File: config.mk
export PLATFORM = sky130hd
export DESIGN_NAME = cedb_ctrl
export DESIGN_NICKNAME = d
export VERILOG_FILES = /design/src/sv/cedb_pkg.sv /design/src/sv/cedb_ctrl.sv
export SDC_FILE = /design/constraint.sdc
export NUM_CORES = 1
export LEC_CHECK = 0
export BUFFER_PORTS_ARGS = -buffer_cell sky130_fd_sc_hd__buf_2
export CAP_MARGIN = 25
export CORE_AREA = 2 2 39 41
export CTS_CLUSTER_SIZE = 40
export DETAILED_ROUTE_END_ITERATION = 6
export DIE_AREA = 0 0 41 43
export HOLD_SLACK_MARGIN = 0.05
export SKIP_CTS_REPAIR_TIMING = 1
export SYNTH_ARGS = -nofsm -noshare
export SYNTH_HDL_FRONTEND = slang
export SYNTH_SLANG_ARGS = --single-unit
File: constraint.sdc
create_clock -name clk -period 2.05 [get_ports clk]
set_input_delay 0.3075 -clock clk [delete_from_list [all_inputs] [get_ports clk]]
set_output_delay 0.3075 -clock clk [all_outputs]
set_load 0.01 [all_outputs]
File: src/sv/cedb_pkg.sv
// Shared types and constants of the CIGAR and edit distance builder.
// Holds payload structs, operation codes, controller states and the
// command/status structs between controller and datapath. No dependencies.
package cedb_pkg;

    // CIGAR operation codes as they appear on the result channel.
    typedef enum logic [1:0] {
        OP_M = 2'd0,
        OP_I = 2'd1,
        OP_D = 2'd2,
        OP_S = 2'd3
    } op_code_t;

    // Configuration register indexes.
    localparam logic [7:0] CFG_LEFT_PRIMER  = 8'd0;
    localparam logic [7:0] CFG_RIGHT_PRIMER = 8'd1;

    typedef struct packed {
        logic       query_gap;
        logic       ref_gap;
        logic [7:0] query_base;
        logic [7:0] ref_base;
        logic       last_column;
    } column_t;

    typedef struct packed {
        logic [1:0]  op_code;
        logic [15:0] op_length;
        logic [15:0] edit_distance;
        logic [15:0] mismatch_count;
        logic        skipped;
        logic        last_result;
    } result_t;

    typedef struct packed {
        logic [7:0] index;
        logic [7:0] data;
    } cfg_t;

    typedef enum logic [3:0] {
        ST_ACCUM,
        ST_PREP,
        ST_WIN,
        ST_DECIDE,
        ST_SL,
        ST_FM,
        ST_SM,
        ST_MID,
        ST_LM,
        ST_SR,
        ST_SUM,
        ST_SKIP
    } state_t;

    // Which result the datapath builds when the controller loads the output.
    typedef enum logic [2:0] {
        EMIT_SL,
        EMIT_FM,
        EMIT_SM,
        EMIT_MID,
        EMIT_LM,
        EMIT_SR,
        EMIT_SUM,
        EMIT_SKIP
    } emit_sel_t;

    typedef struct packed {
        logic      col_accept;
        logic      win_start;
        logic      win_step;
        logic      latch_dec;
        logic      idx_inc;
        logic      out_load;
        emit_sel_t emit_sel;
        logic      clear_align;
    } ctrl_cmd_t;

    typedef struct packed {
        logic win_done;
        logic dec_skip;
        logic single;
        logic first_m;
        logic last_m;
        logic mid_last;
        logic out_free;
    } dp_status_t;

endpackage

File: src/sv/cedb_ctrl.sv
// Controller of the CIGAR builder: accepts columns, sequences the primer
// window count, the decision and the emission of results.
// Depends on cedb_pkg.
module cedb_ctrl (
    input  logic                   clk,
    input  logic                   rst_n,
    input  logic                   col_valid,
    input  logic                   col_last,
    input  cedb_pkg::dp_status_t   status,
    output cedb_pkg::ctrl_cmd_t    cmd,
    output logic                   col_ready
);
    import cedb_pkg::*;

    state_t state_reg;
    state_t state_next;

    always_ff @(posedge clk or negedge rst_n)
    begin
        if (!rst_n)
        begin
            state_reg <= ST_ACCUM;
        end
        else
        begin
            state_reg <= state_next;
        end
    end

    always_comb
    begin
        state_next = state_reg;
        cmd        = '0;
        cmd.emit_sel = EMIT_SUM;
        col_ready  = 1'b0;

        unique case (state_reg)
            ST_ACCUM:
            begin
                col_ready = 1'b1;
                if (col_valid)
                begin
                    cmd.col_accept = 1'b1;
                    if (col_last)
                    begin
                        state_next = ST_PREP;
                    end
                end
            end
            ST_PREP:
            begin
                cmd.win_start = 1'b1;
                state_next    = ST_WIN;
            end
            ST_WIN:
            begin
                if (status.win_done)
                begin
                    state_next = ST_DECIDE;
                end
                else
                begin
                    cmd.win_step = 1'b1;
                end
            end
            ST_DECIDE:
            begin
                cmd.latch_dec = 1'b1;
                // Step the store pointer to the first middle entry.
                cmd.idx_inc   = 1'b1;
                state_next    = status.dec_skip ? ST_SKIP : ST_SL;
            end
            ST_SL:
            begin
                cmd.emit_sel = EMIT_SL;
                if (status.out_free)
                begin
                    cmd.out_load = 1'b1;
                    if (status.single)
                    begin
                        state_next = ST_SM;
                    end
                    else if (status.first_m)
                    begin
                        state_next = ST_FM;
                    end
                    else
                    begin
                        state_next = ST_MID;
                    end
                end
            end
            ST_FM:
            begin
                cmd.emit_sel = EMIT_FM;
                if (status.out_free)
                begin
                    cmd.out_load = 1'b1;
                    state_next   = ST_MID;
                end
            end
            ST_SM:
            begin
                cmd.emit_sel = EMIT_SM;
                if (status.out_free)
                begin
                    cmd.out_load = 1'b1;
                    state_next   = ST_SR;
                end
            end
            ST_MID:
            begin
                cmd.emit_sel = EMIT_MID;
                if (status.out_free)
                begin
                    cmd.out_load = 1'b1;
                    cmd.idx_inc  = 1'b1;
                    if (status.mid_last)
                    begin
                        state_next = status.last_m ? ST_LM : ST_SR;
                    end
                end
            end
            ST_LM:
            begin
                cmd.emit_sel = EMIT_LM;
                if (status.out_free)
                begin
                    cmd.out_load = 1'b1;
                    state_next   = ST_SR;
                end
            end
            ST_SR:
            begin
                cmd.emit_sel = EMIT_SR;
                if (status.out_free)
                begin
                    cmd.out_load = 1'b1;
                    state_next   = ST_SUM;
                end
            end
            ST_SUM:
            begin
                cmd.emit_sel = EMIT_SUM;
                if (status.out_free)
                begin
                    cmd.out_load    = 1'b1;
                    cmd.clear_align = 1'b1;
                    state_next      = ST_ACCUM;
                end
            end
            ST_SKIP:
            begin
                cmd.emit_sel = EMIT_SKIP;
                if (status.out_free)
                begin
                    cmd.out_load    = 1'b1;
                    cmd.clear_align = 1'b1;
                    state_next      = ST_ACCUM;
                end
            end
            default:
            begin
                state_next = ST_ACCUM;
            end
        endcase
    end
endmodule

---- Yosys cells after proc, flatten, opt, wreduce, memory -nomap -nowiden ----
Index checks and enable logic that the tools add are counted.
word-level totals
  register bits after elaboration ......... 4
  word-level logic and storage cells ...... 53
cells by class
  eq/ne operators ......................... 21
  mux-type cells .......................... 27
  reduce and logical (&&, ||, !) cells .... 4
operator list
  kind                                                              number
  4-bit 2-to-1 mux                                                  12
  4-bit one-hot mux with 10 select lines                            1
  4-bit one-hot mux with 8 select lines                             1
  4-bit by 3-bit == test with 1-bit output (second input constant)  4
  4-bit == test (second input constant)                             4
  2-bit != test (second input constant)                             8
  1-bit 2-to-1 mux                                                  10
  10-bit AND reduction                                              1
  4-bit by 2-bit == test with 1-bit output (second input constant)  2
  4-bit by 1-bit == test with 1-bit output (second input constant)  1
  4-bit logical NOT                                                 1
  2-bit 2-to-1 mux                                                  2
  2-bit by 1-bit != test with 1-bit output (second input constant)  2
  2-bit OR reduction                                                2
  1-bit one-hot mux with 2 select lines                             1

---- Logic depth before layout (Yosys ltp) ----
  word-level depth ........................ 4
  mapped depth ............................ 5

---- Least setup slack after synthesis ----
OpenSTA, ideal clock, no wires.
  path type ............................... flip-flop to output port
  start point ............................. register state_reg[0]
  end point ............................... output cmd[8] (netlist bit)
  data arrival time ....................... 1.181 ns
  path slack .............................. 0.561 ns
  stages on the path, launching flop included .. 4
  cell sequence ........................... dfrtp_1 -> clkbuf_1 -> inv_1 -> nor4_1
RTL lines
  item                    line             text
  start, declared         cedb_ctrl.sv:15  state_t state_reg;
  start signal, assigned  cedb_ctrl.sv:26  state_reg <= state_next;
  end, declared           cedb_ctrl.sv:10  output cedb_pkg::ctrl_cmd_t cmd,

==> flow_summary.toml <==
[floorplanning]
die_w_um = 41
rows = 14
num_io_pins = 22
die_height_um = 43
start_util = 0.307
coreArea_um2 = 1380
dieArea_um2 = 1760

[global_route]
grt_pass1_wl_um = 1590
grt_pass1_vias = 408
grt_max_degree = 17
grt-ovfl-total = 0
antenna_found_initial = 0
track_usage = 0.131

[pwr]
power_density_nw_per_um2 = 1500
vdd_drop_max_uv = 564
power_w = 0.000833
p_leak_nw = 0.282

[synth]
yosys.area_share.simple = 0.366
synth-xor-area-share = 0.0206
synth_top_family_by_area = "simple AND/OR/NAND/NOR gates"
seq_area_frac_synth = 0.236
synth_warnings = 0
synth_compound_area_frac = 0.292
synth_nets = 67
synth.area.top_cells = "dfrtp_1 24%, and2_1 5.9%, nand2b_1 5.9%"
ys_ff_latch = 4
synth_top_area_frac = 0.236
synth_edf_count = 0
synthMuxAreaShare = 0
synth_cells = 56
synthAdderAreaFrac = 0
syn_area_um2 = 424
avgSynthCellArea_um2 = 7.57
yosysUniqueCellTypes = 29
synthArstFlopShare = 1.00
synth_flop_cell = "dfrtp_1"
synth_top_area_cell = "dfrtp_1"

[route]
drc = 0
dr.first_iter.drc_count = 18
viasPerCell = 5.34
vias = 497
post_drt_wl_per_cell_um = 11.0
dr.pass1.iters = 5
ant_nets = 0
wirelength_um = 1020

[clock_tree]
cts_tree = "done"
clockBufferDepth = 2
clock-sinks = 4
cts_made_buffers = 3
clkLatencyLatePin_ns = 0.24
root_buffer = "clkbuf_4"
clk_pin_slew_ns = 0.04
h-tree-depth = 1

[timing]
fin_crit_sh = 0.878
setup_viol = 0
timing.slew.headroom = 0.673
worstMarginPinSlew_ns = 0.491
tns_ns = 0
rsz0062_at_grt = "no"
slew_violations = 0
fmax_mhz = 556
fin_hold_ws_ns = 0.397
finalHoldViolCount = 0
min_period_ns = 1.80
finClkSkew_ns = 0.00523

[final_layout]
largest_reg_flops = 4
n_fill_cell = 151
final_layout_size_suffix_gt1_frac = 0.351
n_antenna_cell = 0
area_growth_pct = 31.3
final_nets = 90

[critical_path]
crit_path_end_kind = "primary output"
crit_start = "state_reg[0]"
crit_arrival_ns = 1.49
critPathKind = "flip-flop to primary output"
startpoint_type = "flip-flop"
worstPathMaxFanout = 12
required_ns = 1.74
worstReg2RegStart = "state_reg[2]"

[flow_run]
maxCapViolations = 0

[place]
io_buffers = 21
place_hpwl_um = 760
place_congestion = 0.782

[worst_hold_path]
hp-class = "input port to asynchronous set/reset pin"

[status]
status = "completed"
## cell usage after synthesis (2+ instances only)
library cell,number
a22o_1,2
o22ai_1,2
nor2_1,3
and2_1,4
dfrtp_1,4
nor2b_1,3
buf_2,2
nand2b_1,4
a22oi_1,2
nand2_1,6
inv_1,3
a21oi_1,3
and3_2,2
## cell usage in the layout (no fill, tap or decap)
cell and n:
and2_1 4, a21oi_1 3, clkbuf_4 3, nor4_1 1, dlygate4sd3_1 1, buf_2 21
o32ai_1 1, nand2b_1 4, a221o_1 1, dfrtp_1 4, nor2b_1 3, and2b_1 1
or3_1 1, a32oi_1 1, a221oi_1 1, a21o_1 1, a22oi_1 2, a31oi_1 1
o21ai_1 1, xor2_1 1, inv_1 3, a22o_1 2, nor4_2 1, nor2_1 3
and3_2 2, nand2_1 6, o2bb2ai_1 1, nor3_1 1, o22ai_1 2
## final cells by class
| cell class | count | area (µm²) | area share |
|---|---|---|---|
| multi-input combinational | 45 | 288 | 0.517 |
| timing repair buffer | 22 | 115 | 0.207 |
| inverter | 3 | 11.3 | 0.0202 |
| sequential | 4 | 100 | 0.180 |
| tap | 16 | 20.0 | 0.0360 |
| clock buffer | 3 | 22.5 | 0.0404 |
## per-layer routing
| metal | vias to the layer above | share of wire | track usage |
|---|---|---|---|
| li1 | 248 | - | - |
| met1 | 228 | 0.45 | 0.179 |
| met4 | 0 | 0.014 | 0.0800 |
| met3 | 2 | 0.072 | 0.0157 |
| met2 | 19 | 0.46 | 0.188 |
| met5 | - | 0 | 0 |
## power by group
part	internal, W	total [W]	switching (W)
registers	0.000114	0.000229	0.000114
logic	0.000254	0.000503	0.000248
clock network	0.0000657	0.000102	0.0000361
total	0.000434	0.000833	0.000399
## cells by family after synthesis
logic type,after synthesis
AND/OR/NAND/NOR,27
flip-flops,4
buffers and inverters,7
AO/OA/AOI/OAI,17
XOR/XNOR,1
## through the flow
stage	cells	utilization	setup slack, ns	area [µm²]
floorplan	56	-	0.561	424
detailed placement	89	0.379	0.398	524
global route	93	0.402	0.131	557
global placement	89	0.379	0.403	524
finish	93	0.402	0.250	557
CTS	92	0.395	0.256	547
## worst max-delay path, stage by stage (launching register included)
cell and delay (ns):
dfrtp_1 0.50, nor4_2 0.45, and2_1 0.18, buf_2 0.12
## path summary, 6_finish.rpt
path | to | slack, ns | cells after the start
setup / recovery | cmd[9] | 0.25 | 3
hold / removal | state_reg[2] | 0.40 | 2
setup reg to reg | state_reg[1] | 0.36 | 4
hold reg to reg | state_reg[2] | 0.70 | 1
max in group asynchronous | state_reg[1] | 1.53 | 2
min in group clk | state_reg[3] | 0.44 | 3
Note: power is estimated with default switching activity, not from simulation.
