## src/sv/cedb_pkg.sv

```systemverilog
// Shared types and constants of the CIGAR and edit distance builder.
// Holds payload structs, operation codes, controller states and the
// command/status structs between controller and datapath. No dependencies.
package cedb_pkg;

    // CIGAR operation codes as they appear on the result channel.
    typedef enum logic [1:0] {
        OP_M = 2'd0,
        OP_I = 2'd1,
        OP_D = 2'd2,
        OP_S = 2'd3
    } op_code_t;

    // Configuration register indexes.
    localparam logic [7:0] CFG_LEFT_PRIMER  = 8'd0;
    localparam logic [7:0] CFG_RIGHT_PRIMER = 8'd1;

    typedef struct packed {
        logic       query_gap;
        logic       ref_gap;
        logic [7:0] query_base;
        logic [7:0] ref_base;
        logic       last_column;
    } column_t;

    typedef struct packed {
        logic [1:0]  op_code;
        logic [15:0] op_length;
        logic [15:0] edit_distance;
        logic [15:0] mismatch_count;
        logic        skipped;
        logic        last_result;
    } result_t;

    typedef struct packed {
        logic [7:0] index;
        logic [7:0] data;
    } cfg_t;

    typedef enum logic [3:0] {
        ST_ACCUM,
        ST_PREP,
        ST_WIN,
        ST_DECIDE,
        ST_SL,
        ST_FM,
        ST_SM,
        ST_MID,
        ST_LM,
        ST_SR,
        ST_SUM,
        ST_SKIP
    } state_t;

    // Which result the datapath builds when the controller loads the output.
    typedef enum logic [2:0] {
        EMIT_SL,
        EMIT_FM,
        EMIT_SM,
        EMIT_MID,
        EMIT_LM,
        EMIT_SR,
        EMIT_SUM,
        EMIT_SKIP
    } emit_sel_t;

    typedef struct packed {
        logic      col_accept;
        logic      win_start;
        logic      win_step;
        logic      latch_dec;
        logic      idx_inc;
        logic      out_load;
        emit_sel_t emit_sel;
        logic      clear_align;
    } ctrl_cmd_t;

    typedef struct packed {
        logic win_done;
        logic dec_skip;
        logic single;
        logic first_m;
        logic last_m;
        logic mid_last;
        logic out_free;
    } dp_status_t;

endpackage

```

## src/sv/cedb_ram.sv

```systemverilog
// Generic single-write, single-read RAM with a registered read port.
// Depends on nothing.
module cedb_ram #(
    parameter int WIDTH = 18,
    parameter int DEPTH = 32
) (
    input  logic                                  clk,
    input  logic                                  we,
    input  logic [(DEPTH > 1 ? $clog2(DEPTH) : 1)-1:0] waddr,
    input  logic [WIDTH-1:0]                      wdata,
    input  logic [(DEPTH > 1 ? $clog2(DEPTH) : 1)-1:0] raddr,
    output logic [WIDTH-1:0]                      rdata
);
    logic [WIDTH-1:0] mem_reg [DEPTH];
    logic [WIDTH-1:0] rdata_reg;

    always_ff @(posedge clk)
    begin
        if (we)
        begin
            mem_reg[waddr] <= wdata;
        end
        rdata_reg <= mem_reg[raddr];
    end

    assign rdata = rdata_reg;
endmodule

```

## src/sv/cedb_dp.sv

```systemverilog
// Datapath of the CIGAR builder: run-length coder, operation store, mismatch
// flag shift register, window counter, decision logic and output register.
// Depends on cedb_pkg and cedb_ram.
module cedb_dp #(
    parameter int MAX_OPS    = 32,
    parameter int MAX_PRIMER = 256,
    parameter int LEN_BITS   = 16
) (
    input  logic                 clk,
    input  logic                 rst_n,
    input  cedb_pkg::ctrl_cmd_t  cmd,
    output cedb_pkg::dp_status_t status,
    input  cedb_pkg::column_t    col_data,
    input  logic                 cfg_valid,
    input  cedb_pkg::cfg_t       cfg_data,
    output logic                 res_valid,
    input  logic                 res_ready,
    output cedb_pkg::result_t    res_data
);
    import cedb_pkg::*;

    localparam int OPC_BITS = $clog2(MAX_OPS + 1);
    localparam int AW       = $clog2(MAX_OPS);
    localparam int WIN_BITS = $clog2(MAX_PRIMER + 1);
    localparam int NCHUNK   = (MAX_PRIMER + 7) / 8;
    localparam int CH_BITS  = NCHUNK > 1 ? $clog2(NCHUNK) : 1;
    localparam int PAD_W    = NCHUNK * 8;
    localparam int XW       = (LEN_BITS > WIN_BITS ? LEN_BITS : WIN_BITS) + 1;
    localparam int ENTRY_W  = LEN_BITS + 2;

    function automatic logic [3:0] popcount8(input logic [7:0] v);
        logic [3:0] n;
        n = '0;
        for (int i = 0; i < 8; i++)
        begin
            n = n + 4'(v[i]);
        end
        return n;
    endfunction

    // Configuration registers.
    logic [7:0] lp_reg, lp_next;
    logic [7:0] rp_reg, rp_next;

    // Alignment state.
    logic [LEN_BITS-1:0]   cc_reg, cc_next;
    op_code_t              run_code_reg, run_code_next;
    logic [LEN_BITS-1:0]   run_len_reg, run_len_next;
    logic [OPC_BITS-1:0]   op_count_reg, op_count_next;
    logic [LEN_BITS-1:0]   mt_reg, mt_next;
    logic [LEN_BITS-1:0]   indel_reg, indel_next;
    logic                  ovf_reg, ovf_next;
    logic [MAX_PRIMER-1:0] flags_reg, flags_next;

    // Window count and store pointer.
    logic [WIN_BITS-1:0] rem_reg, rem_next;
    logic [WIN_BITS-1:0] win_reg, win_next;
    logic [CH_BITS-1:0]  chunk_reg, chunk_next;
    logic [AW-1:0]       idx_reg, idx_next;

    // Decision results.
    logic                single_reg, single_next;
    logic                first_m_reg, first_m_next;
    logic                last_m_reg, last_m_next;
    logic [LEN_BITS-1:0] flen_reg, flen_next;
    logic [LEN_BITS-1:0] mm_reg, mm_next;
    logic [LEN_BITS-1:0] ed_reg, ed_next;

    // Output register.
    logic    res_valid_reg, res_valid_next;
    result_t res_data_reg, res_data_next;

    // Store port.
    logic                ram_we;
    logic [ENTRY_W-1:0]  ram_wdata;
    logic [ENTRY_W-1:0]  ram_rdata;

    // Column decode.
    op_code_t            code;
    logic                cc_full;
    logic [LEN_BITS-1:0] cc_inc;
    logic                new_run;
    logic                push;
    logic                store_ok;
    logic                mm_flag;
    logic [LEN_BITS:0]   indel_sum;

    // Window and decision helpers.
    logic [XW-1:0]       lp_e, rp_e, cc_e, rl_e, fl_e, rem_e, mp_e, w_init, take;
    logic [PAD_W-1:0]    flags_pad;
    logic [7:0]          chunk_bits;
    logic [7:0]          mask;
    logic [2:0]          rem_lo;
    logic [1:0]          f_code;
    logic [LEN_BITS-1:0] f_len;
    logic                skip_single;
    logic                skip_multi;
    logic                too_many;
    logic [LEN_BITS-1:0] mm_val;
    logic [LEN_BITS:0]   ed_sum;
    logic [LEN_BITS-1:0] ed_val;
    logic [XW-1:0]       len_x;

    assign lp_e  = XW'(lp_reg);
    assign rp_e  = XW'(rp_reg);
    assign cc_e  = XW'(cc_reg);
    assign rl_e  = XW'(run_len_reg);
    assign rem_e = XW'(rem_reg);
    assign mp_e  = XW'(MAX_PRIMER);

    cedb_ram #(
        .WIDTH (ENTRY_W),
        .DEPTH (MAX_OPS)
    ) u_store (
        .clk   (clk),
        .we    (ram_we),
        .waddr (op_count_reg[AW-1:0]),
        .wdata (ram_wdata),
        .raddr (idx_next),
        .rdata (ram_rdata)
    );

    // Configuration writes; indexes outside the list are ignored.
    always_comb
    begin
        lp_next = lp_reg;
        rp_next = rp_reg;
        if (cfg_valid)
        begin
            if (cfg_data.index == CFG_LEFT_PRIMER)
            begin
                lp_next = cfg_data.data;
            end
            else if (cfg_data.index == CFG_RIGHT_PRIMER)
            begin
                rp_next = cfg_data.data;
            end
        end
    end

    // Column decode.
    always_comb
    begin
        if (col_data.query_gap)
        begin
            code = OP_D;
        end
        else if (col_data.ref_gap)
        begin
            code = OP_I;
        end
        else
        begin
            code = OP_M;
        end
        cc_full   = (cc_reg == '1);
        cc_inc    = cc_reg + LEN_BITS'(1);
        new_run   = (cc_reg == '0) || (code != run_code_reg);
        push      = (cc_reg != '0) && (code != run_code_reg);
        store_ok  = op_count_reg < OPC_BITS'(MAX_OPS);
        mm_flag   = !cc_full && (code == OP_M)
                    && (col_data.query_base != col_data.ref_base)
                    && (XW'(cc_inc) > lp_e);
        indel_sum = {1'b0, indel_reg} + {1'b0, run_len_reg};
        ram_we    = cmd.col_accept && !cc_full && push && store_ok;
        ram_wdata = {run_code_reg, run_len_reg};
    end

    // Alignment state update.
    always_comb
    begin
        cc_next       = cc_reg;
        run_code_next = run_code_reg;
        run_len_next  = run_len_reg;
        op_count_next = op_count_reg;
        mt_next       = mt_reg;
        indel_next    = indel_reg;
        ovf_next      = ovf_reg;
        flags_next    = flags_reg;

        priority if (cmd.clear_align)
        begin
            cc_next       = '0;
            run_code_next = OP_M;
            run_len_next  = '0;
            op_count_next = '0;
            mt_next       = '0;
            indel_next    = '0;
            ovf_next      = 1'b0;
            flags_next    = '0;
        end
        else if (cmd.col_accept)
        begin
            if (cc_full)
            begin
                ovf_next = 1'b1;
            end
            else
            begin
                cc_next = cc_inc;
                if (new_run)
                begin
                    if (push)
                    begin
                        if (store_ok)
                        begin
                            op_count_next = op_count_reg + OPC_BITS'(1);
                        end
                        else
                        begin
                            ovf_next = 1'b1;
                        end
                        if (run_code_reg != OP_M)
                        begin
                            indel_next = indel_sum[LEN_BITS] ? '1
                                                             : indel_sum[LEN_BITS-1:0];
                        end
                    end
                    run_code_next = code;
                    run_len_next  = LEN_BITS'(1);
                end
                else
                begin
                    run_len_next = run_len_reg + LEN_BITS'(1);
                end
                if (mm_flag)
                begin
                    mt_next = mt_reg + LEN_BITS'(1);
                end
            end
            // Newest column's flag sits at bit 0.
            flags_next = MAX_PRIMER'({flags_reg, mm_flag});
        end
    end

    // Right-primer window: sum eight flags per cycle, newest first.
    always_comb
    begin
        flags_pad  = PAD_W'(flags_reg);
        chunk_bits = flags_pad[chunk_reg*8 +: 8];
        rem_lo     = 3'(rem_reg);
        if (rem_e >= XW'(8))
        begin
            take = XW'(8);
            mask = 8'hFF;
        end
        else
        begin
            take = rem_e;
            mask = (8'd1 << rem_lo) - 8'd1;
        end
        w_init = (rp_e < cc_e) ? rp_e : cc_e;
        if (w_init > mp_e)
        begin
            w_init = mp_e;
        end

        rem_next   = rem_reg;
        win_next   = win_reg;
        chunk_next = chunk_reg;
        priority if (cmd.win_start)
        begin
            rem_next   = WIN_BITS'(w_init);
            win_next   = '0;
            chunk_next = '0;
        end
        else if (cmd.win_step)
        begin
            rem_next   = WIN_BITS'(rem_e - take);
            win_next   = WIN_BITS'(XW'(win_reg) + XW'(popcount8(chunk_bits & mask)));
            chunk_next = chunk_reg + CH_BITS'(1);
        end
    end

    // Store pointer; the read address is its next value, so the read data
    // always shows the entry the pointer holds.
    always_comb
    begin
        idx_next = idx_reg;
        priority if (cmd.clear_align)
        begin
            idx_next = '0;
        end
        else if (cmd.idx_inc)
        begin
            idx_next = idx_reg + AW'(1);
        end
    end

    // Decision on the finished alignment.
    always_comb
    begin
        f_code      = ram_rdata[LEN_BITS +: 2];
        f_len       = ram_rdata[LEN_BITS-1:0];
        fl_e        = XW'(f_len);
        too_many    = op_count_reg > OPC_BITS'(MAX_OPS - 2);
        skip_single = (run_code_reg != OP_M) || (rl_e <= lp_e + rp_e);
        skip_multi  = (op_code_t'(f_code) != OP_M) || (fl_e < lp_e)
                      || (run_code_reg != OP_M) || (rl_e < rp_e);
        if (XW'(mt_reg) >= XW'(win_reg))
        begin
            mm_val = LEN_BITS'(XW'(mt_reg) - XW'(win_reg));
        end
        else
        begin
            mm_val = '0;
        end
        ed_sum = {1'b0, mm_val} + {1'b0, indel_reg};
        ed_val = ed_sum[LEN_BITS] ? '1 : ed_sum[LEN_BITS-1:0];

        single_next  = single_reg;
        first_m_next = first_m_reg;
        last_m_next  = last_m_reg;
        flen_next    = flen_reg;
        mm_next      = mm_reg;
        ed_next      = ed_reg;
        if (cmd.latch_dec)
        begin
            single_next  = (op_count_reg == '0);
            first_m_next = fl_e > lp_e;
            last_m_next  = rl_e > rp_e;
            flen_next    = f_len;
            mm_next      = mm_val;
            ed_next      = ed_val;
        end
    end

    always_comb
    begin
        status.win_done = (rem_reg == '0);
        status.dec_skip = ovf_reg || (cc_reg == '0) || too_many
                          || (op_count_reg == OPC_BITS'(1))
                          || ((op_count_reg == '0) ? skip_single : skip_multi);
        status.single   = single_reg;
        status.first_m  = first_m_reg;
        status.last_m   = last_m_reg;
        status.mid_last = (OPC_BITS'(idx_reg) + OPC_BITS'(1)) == op_count_reg;
        status.out_free = !res_valid_reg || res_ready;
    end

    // Result builder and output register.
    always_comb
    begin
        res_data_next = res_data_reg;
        len_x         = '0;
        if (cmd.out_load)
        begin
            res_data_next = '0;
            unique case (cmd.emit_sel)
                EMIT_SL:
                begin
                    res_data_next.op_code = OP_S;
                    len_x = lp_e;
                end
                EMIT_FM:
                begin
                    res_data_next.op_code = OP_M;
                    len_x = XW'(flen_reg) - lp_e;
                end
                EMIT_SM:
                begin
                    res_data_next.op_code = OP_M;
                    len_x = rl_e - lp_e - rp_e;
                end
                EMIT_MID:
                begin
                    res_data_next.op_code = ram_rdata[LEN_BITS +: 2];
                    len_x = XW'(ram_rdata[LEN_BITS-1:0]);
                end
                EMIT_LM:
                begin
                    res_data_next.op_code = OP_M;
                    len_x = rl_e - rp_e;
                end
                EMIT_SR:
                begin
                    res_data_next.op_code = OP_S;
                    len_x = rp_e;
                end
                EMIT_SUM:
                begin
                    res_data_next.edit_distance  = 16'(ed_reg);
                    res_data_next.mismatch_count = 16'(mm_reg);
                    res_data_next.last_result    = 1'b1;
                end
                EMIT_SKIP:
                begin
                    res_data_next.skipped     = 1'b1;
                    res_data_next.last_result = 1'b1;
                end
                default:
                begin
                    res_data_next.last_result = 1'b1;
                end
            endcase
            res_data_next.op_length = 16'(len_x[LEN_BITS-1:0]);
        end

        if (cmd.out_load)
        begin
            res_valid_next = 1'b1;
        end
        else if (res_ready)
        begin
            res_valid_next = 1'b0;
        end
        else
        begin
            res_valid_next = res_valid_reg;
        end
    end

    assign res_valid = res_valid_reg;
    assign res_data  = res_data_reg;

    always_ff @(posedge clk or negedge rst_n)
    begin
        if (!rst_n)
        begin
            lp_reg        <= '0;
            rp_reg        <= '0;
            cc_reg        <= '0;
            run_code_reg  <= OP_M;
            run_len_reg   <= '0;
            op_count_reg  <= '0;
            mt_reg        <= '0;
            indel_reg     <= '0;
            ovf_reg       <= 1'b0;
            flags_reg     <= '0;
            rem_reg       <= '0;
            win_reg       <= '0;
            chunk_reg     <= '0;
            idx_reg       <= '0;
            res_valid_reg <= 1'b0;
        end
        else
        begin
            lp_reg        <= lp_next;
            rp_reg        <= rp_next;
            cc_reg        <= cc_next;
            run_code_reg  <= run_code_next;
            run_len_reg   <= run_len_next;
            op_count_reg  <= op_count_next;
            mt_reg        <= mt_next;
            indel_reg     <= indel_next;
            ovf_reg       <= ovf_next;
            flags_reg     <= flags_next;
            rem_reg       <= rem_next;
            win_reg       <= win_next;
            chunk_reg     <= chunk_next;
            idx_reg       <= idx_next;
            res_valid_reg <= res_valid_next;
        end
    end

    always_ff @(posedge clk)
    begin
        single_reg   <= single_next;
        first_m_reg  <= first_m_next;
        last_m_reg   <= last_m_next;
        flen_reg     <= flen_next;
        mm_reg       <= mm_next;
        ed_reg       <= ed_next;
        res_data_reg <= res_data_next;
    end
endmodule
```

## config.mk

```make
export PLATFORM = sky130hd
export DESIGN_NAME = cedb_dp
export DESIGN_NICKNAME = d
export VERILOG_FILES = /design/src/sv/cedb_pkg.sv /design/src/sv/cedb_ram.sv /design/src/sv/cedb_dp.sv
export SDC_FILE = /design/constraint.sdc
export NUM_CORES = 2
export LEC_CHECK = 0
export ABC_AREA = 1
export ABC_CLOCK_PERIOD_IN_PS = 4800
export BUFFER_PORTS_ARGS = -buffer_cell sky130_fd_sc_hd__buf_4
export CAP_MARGIN = 20
export CORE_UTILIZATION = 57
export CTS_CLUSTER_SIZE = 8
export DETAILED_ROUTE_END_ITERATION = 8
export GPL_TIMING_DRIVEN = 0
export PLACE_DENSITY = 0.83
export SKIP_CTS_REPAIR_TIMING = 1
export SLEW_MARGIN = 20
export SYNTH_ARGS = -nofsm -noshare
export SYNTH_HDL_FRONTEND = slang
export SYNTH_SLANG_ARGS = --single-unit
```

## constraint.sdc

```tcl
create_clock -name clk -period 4.8 [get_ports clk]
set_clock_uncertainty 0.1 [all_clocks]
set_input_delay 0.48 -clock clk [delete_from_list [all_inputs] [get_ports clk]]
set_output_delay 0.48 -clock clk [all_outputs]
set_load 0.05 [all_outputs]
```

# [Word level (Yosys, flattened, before mapping)]
# Memory sizes are Yosys's and may differ from the RTL's. A register that Yosys moved wholly into a read port is not among the register bits.
# Cells that the tools add are included.
# W data, S select, Z words.
[word_totals] ramBits=576 out_inout_bits=60 mem_count=1 register_bits=477
[op_classes] muxes=60 n_shift=2 n_addsub=25 bitwise=2 n_lt_le_gt_ge=12 eq_ne=15 reduce_logical=48
[mem_list] memory="u_store.mem_reg" depth=32 width=18 read_ports=1 rd_clocked_by_memory_dff=1 write_ports=1 line="cedb_ram.sv:14" text="logic [WIDTH-1:0] mem_reg [DEPTH];"
[op_table] cell="$mux W256" n=2
[op_table] cell="$mux W16" n=20
[op_table] cell="$shiftx A256 B9 Y8" n=1
[op_table] cell="$pmux W16 S6" n=1
[op_table] cell="$sub A16 B8 Y16" n=4
[op_table] cell="$mux W9" n=6
[op_table] cell="$add A16 B1 Y16 const B" n=3
[op_table] cell="$gt A16 B8 Y1" n=3
[op_table] cell="$mux W6" n=6
[op_table] cell="$add A16 B16 Y17" n=2
[op_table] cell="$lt A16 B8 Y1" n=2
[op_table] cell="$mux W5" n=4
[op_table] cell="$reduce_bool A2 Y1" n=10
[op_table] cell="$add A4 B1 Y4" n=4
[op_table] cell="$eq A16 B16 Y1 const B" n=1
[op_table] cell="$ge A16 B9 Y1" n=1
[op_table] cell="$gt A16 B9 Y1 const B" n=1
[op_table] cell="$le A16 B9 Y1" n=1
[op_table] cell="$logic_not A16 Y1" n=1
[op_table] cell="$lt A8 B16 Y1" n=1
[op_table] cell="$reduce_bool A16 Y1" n=1
[op_table] cell="$sub A16 B9 Y16" n=1
[op_table] cell="$mux W1" n=14
[op_table] cell="$eq A3 B3 Y1 const B" n=4
[op_table] cell="other kinds (42)" n=70

# [Depth between registers and ports, before layout]
[depth] ltp_word=14 depth_mapped=26 mapped_depth_nobuf=25

# [Hierarchy]
# From an unflattened synthesis, not the netlist that was laid out.
[unflattened] cells_unflattened=5401 area_unflattened_um2=51364.3
[modules_own_cells] module="cedb_dp" seq_area_each_um2=12451.9 n_inst=1 area_each_um2=27516.4 cells_each=3392
[modules_own_cells] module="cedb_ram" seq_area_each_um2=17656.9 n_inst=1 area_each_um2=23847.9 cells_each=2009

# [Worst setup path before layout]
# Ideal clock, no wire load.
[synth_timing] kind="reg2reg" startpoint="register chunk_reg[0]" endpoint="register win_reg[8]" path_slack_ns=-0.034 setup_time_ns=0.123 required_ns=4.577 arrival_time_ns=4.611 path_buffers=3 path_stages_with_launch=24 cell_sequence="dfrtp_1 buf_2 inv_1 buf_2 clkbuf_1 a21oi_1 o21ai_0 nand3_1 a311oi_1 nor2_1 fa_1 inv_1 fa_1 fa_1 inv_1 fa_1 inv_1 fa_1 o21ai_0 nand2_1 nor3_1 nand2_1 o21ai_0 a21oi_1"
[synth_between] elab_chain_len=12
[synth_lines] item="start, declared" line="cedb_dp.sv:58" text="logic [CH_BITS-1:0] chunk_reg, chunk_next;"
[synth_lines] item="start signal, assigned" line="cedb_dp.sv:450" text="chunk_reg <= chunk_next;"
[synth_lines] item="$shiftx A256 B9 Y8 (*)" line="cedb_dp.sv:240" text="chunk_bits = flags_pad[chunk_reg*8 +: 8];"
[synth_lines] item="$and A8 B8 Y8 (*)" line="cedb_dp.sv:270" text="win_next = WIN_BITS'(XW'(win_reg) + XW'(popcount8(chunk_bits & mask)));"
[synth_lines] item="$add A1 B1 Y2" line="cedb_dp.sv:36" text="n = n + 4'(v[i]);"
[synth_lines] item="$add A2 B1 Y3" line="cedb_dp.sv:36"
[synth_lines] item="$add A3 B1 Y4" line="cedb_dp.sv:36"
[synth_lines] item="$add A4 B1 Y4 (3 in a row)" line="cedb_dp.sv:36"
[synth_lines] item="$add A4 B1 Y4 (*)" line="cedb_dp.sv:36"
[synth_lines] item="$add A9 B4 Y9 (*)" line="cedb_dp.sv:270"
[synth_lines] item="$mux W9 (*)" line="cedb_dp.sv:267" text="else if (cmd.win_step)"
[synth_lines] item="$mux W9 (*)" line="cedb_dp.sv:261" text="priority if (cmd.win_start)"
[synth_lines] item="end signal, assigned" line="cedb_dp.sv:449" text="win_reg <= win_next;"
[synth_lines] item="end, declared" line="cedb_dp.sv:57" text="logic [WIN_BITS-1:0] win_reg, win_next;"
# Mark *: on every way between the ends. The rest lies on a longest branch, timed or not. The select of a mux whose other input is x is not followed.
# A chain may end at the register's enable or synchronous reset.

# [Worst setup path after layout]
# Same ends and word-level chain as after synthesis.

==> run_results.csv <==
group,metric,value,unit
yosys,synth_seq_cells,1071,
setup_path,slowest_delay,0.52,ns
global_routing,grt.total_usage,33.2,%
setup_path,crit_path_end_kind,"register",
final_layout,area_delta_synth_final,16.2,%
setup_path,worstPathMaxFanout,10,
yosys,synth_seq_area_share,59.5,%
clock_network,clock_latency,0.75,ns
detailed_routing,dr.max_layer_used,"met5",
global_routing,grt_pass1_vias,39800,
final_layout,stdcell_count,6745,
global_routing,grt_pass1_wl,228,mm
floorplan,die_h,300,µm
sta,final-hold-violation-count,1,
yosys,synth_top_area_share,40.3,%
yosys,yosys_warnings,0,
status,status,"finished with violations",
clock_network,clockRootBuffer,"clkbuf_16",
detailed_routing,wl_met2,68.8,mm
clock_network,cts_tree,"built",
floorplan,start_util,57.9,%
detailed_routing,wl_per_cell,22.6,µm
detailed_routing,routed_wl,152,mm
yosys,syn_nets,5391,
sta,hold_ws,-0.00603,ns
final_layout,largest_reg_flops,576,
setup_path,critPathLaunchType,"register",
setup_path,r2r_end,"win_reg[8]",
sta,min_period,5.10,ns
yosys,synth_edf_count,679,
clock_network,htreeDepth,4,
sta,report.final.slew_viol_count,0,
yosys,syn_inst,5190,
final_layout,utilization,67.3,%
power_and_ir_drop,max-vdd-ir-drop,0.362,mV
sta,rsz0062_at_grt,"yes",
detailed_routing,via_count,41700,
detailed_routing,antenna_left,0,
yosys,ys_top_cells_by_area,"edfxtp_1, dfrtp_1, nor2_1, nand2_1, o21ai_0",
global_routing,grt_max_degree,95,
clock_network,cts_made_buffers,152,
setup_path,crit_type,"register to register",
placed_design,dp.cells,6495,
sta,fmax,0.196,GHz
detailed_routing,m1WireLength,56.4,mm
sta,max-slew-margin-rel,17.8,%
setup_path,rrSetupSlack,-0.30,ns
final_layout,final_cell_mix,"nor2_1, edfxtp_1, nand2_1, inv_1, o21ai_0",
sta,setup_viol,2,
yosys,synth_top_cell_by_area,"edfxtp_1",
yosys,synth_area,0.0506,mm²
status,violations,"hold timing, setup timing",
final_layout,nets,5716,
final_layout,final_common_cell,"nor2_1",
setup_path,r2r-start,"chunk_reg[0]",
setup_path,crit_arrival,5.59,ns
global_routing,antenna_found_initial,1,
floorplan,dieWidth,300,µm
hold_path,worstHoldPathType,"primary input to register",
clock_network,cts_buffer_depth,3,
floorplan,rows,108,
placed_design,place_hpwl,104,mm
placed_design,portBuffers,105,
floorplan,dieArea,0.0899,mm²
power_and_ir_drop,power_density,445,mW/mm²
power_and_ir_drop,leakage,23.7,nW
placed_design,place_congestion,1.01,
global_routing,grt_overflow,0,
setup_path,crit_slowest_cell,"fa_1",
clock_network,clkSlewWorstSetupHoldPaths,0.06,ns
yosys,synthArstFlopShare,34.9,%
sta,layout_worst_path_cycle_share,106,%
hold_path,hold_path_startpoint,"col_data[18]",
placed_design,preCtsSetupSlack,-1.18,ns
floorplan,core,0.0873,mm²
detailed_routing,viasPerCell,6.18,
setup_path,required,5.29,ns
clock_network,cts.sinks,1071,
setup_path,worstRegToRegCells,21,
yosys,synth.distinct_cells,55,
yosys,syn-mean-instance-area,9.75,µm²
detailed_routing,wl_met3,17.5,mm
floorplan,pin_count,109,
hold_path,hold_path_end,"run_code_reg[1]",
final_layout,layout-drive-gt1-share,10.4,%
setup_path,crit_chain,"buf_6 > buf_2 > a21oi_1 > o21ai_0 > nand3_1 > a311oi_2 > nor2_1 > fa_1 > inv_2 > fa_1 > fa_1 > inv_2 > fa_2 > inv_2 > fa_2 > o21ai_2 > nand2_2 > nor3_2 > nand2_1 > o21ai_1 > a21oi_1",
sta,worst_slew_pin_slew,1.23,ns
detailed_routing,firstDrtPassIters,7,
detailed_routing,drtIter0Drc,5643,
detailed_routing,remaining_drc_errors,0,
hold_path,whs_path_depth,3,
job,maxCapViolations,0,
sta,worst_slack,-0.301,ns
yosys,ys.flop_type,"edfxtp_1",
-- report_power, final --
| part | switching [mW] | internal (mW) |
|---|---|---|
| clock | 4.12 | 5.90 |
| combinational | 3.89 | 1.82 |
| sequential | 0.228 | 10.2 |
-- critical path, delay by kind of cell, from the launching register on --
kind	cells	cell delay [ns]
AO/OA/AOI/OAI	6	0.91
adder cells (fa/ha/maj)	5	2.12
buffers and inverters	5	0.68
flip-flops	1	0.41
AND/OR/NAND/NOR	5	0.70
-- cell usage after synthesis, drive strengths merged (4+ instances only) --
cell type / number
a21oi: 237
nand2: 622
nand4: 63
xor2: 40
nor2: 726
inv: 564
dfrtp: 374
o211ai: 82
o21bai: 7
xnor2: 20
or2: 10
clkinv: 9
fa: 19
clkbuf: 170
a21o: 9
ha: 133
nor4: 10
edfxtp: 679
nand3: 382
o21a: 9
a31oi: 11
o21ai: 532
a21boi: 7
o31ai: 4
nor3: 37
dfxtp: 18
buf: 94
o2111ai: 4
o22ai: 293
-- area by class of cell --
type	count	area [µm²]
Sequential cell	1071	30100
Fill cell	6275	28500
Multi-Input combinational cell	3282	17400
Clock buffer	212	4060
Inverter	573	2160
Timing Repair Buffer	173	1790
Tap cell	1155	1450
Buffer	262	1340
Clock inverter	16	413
Antenna cell	1	2.50
-- worst max path at each step --
stage | startpoint | endpoint | cells past startpoint
6_report | chunk_reg[0] | win_reg[8] | 21
5_1_grt | chunk_reg[0] | win_reg[8] | 21
4_1_cts | chunk_reg[0] | win_reg[8] | 22
3_5_place_dp | chunk_reg[0] | win_reg[8] | 22
3_3_place_gp | chunk_reg[0] | win_reg[8] | 22
2_1_floorplan | chunk_reg[0] | win_reg[8] | 23
-- stage by stage --
stage	TNS (ns)	hold WS [ns]	instance area (µm²)	total power, mW
2_1_floorplan	0	0.0844	50600	13.8
3_3_place_gp	-148.91	0.337	52800	15.5
3_5_place_dp	-6.22	0.352	53700	15.7
4_1_cts	-7.29	-0.440	58200	25.6
5_1_grt	-0.912	0.00805	58800	27.0
6_report	-0.392	-0.00603	58800	26.2
-- logic make-up (layout without fill, tap and decap cells) --
logic type,count (synthesis),count (layout),synth area share [%]
AOI/OAI and AO/OA,1211,1211,13.5
xor gates and xnor gates,60,60,1.04
adders and majority gates,152,152,4.04
buffers and inverters,837,1236,6.46
DFF,1071,1071,59.5
other,1,2,0.00741
and+or+nand+nor,1858,1858,15.5
-- metal layers --
layer	global-route usage [%]	up-vias
li1	-	18600
met1	43.8	19700
met2	51.4	2823
met3	7.18	593
met4	18.3	2
met5	0	-
Power figures use the tool's default switching activity.
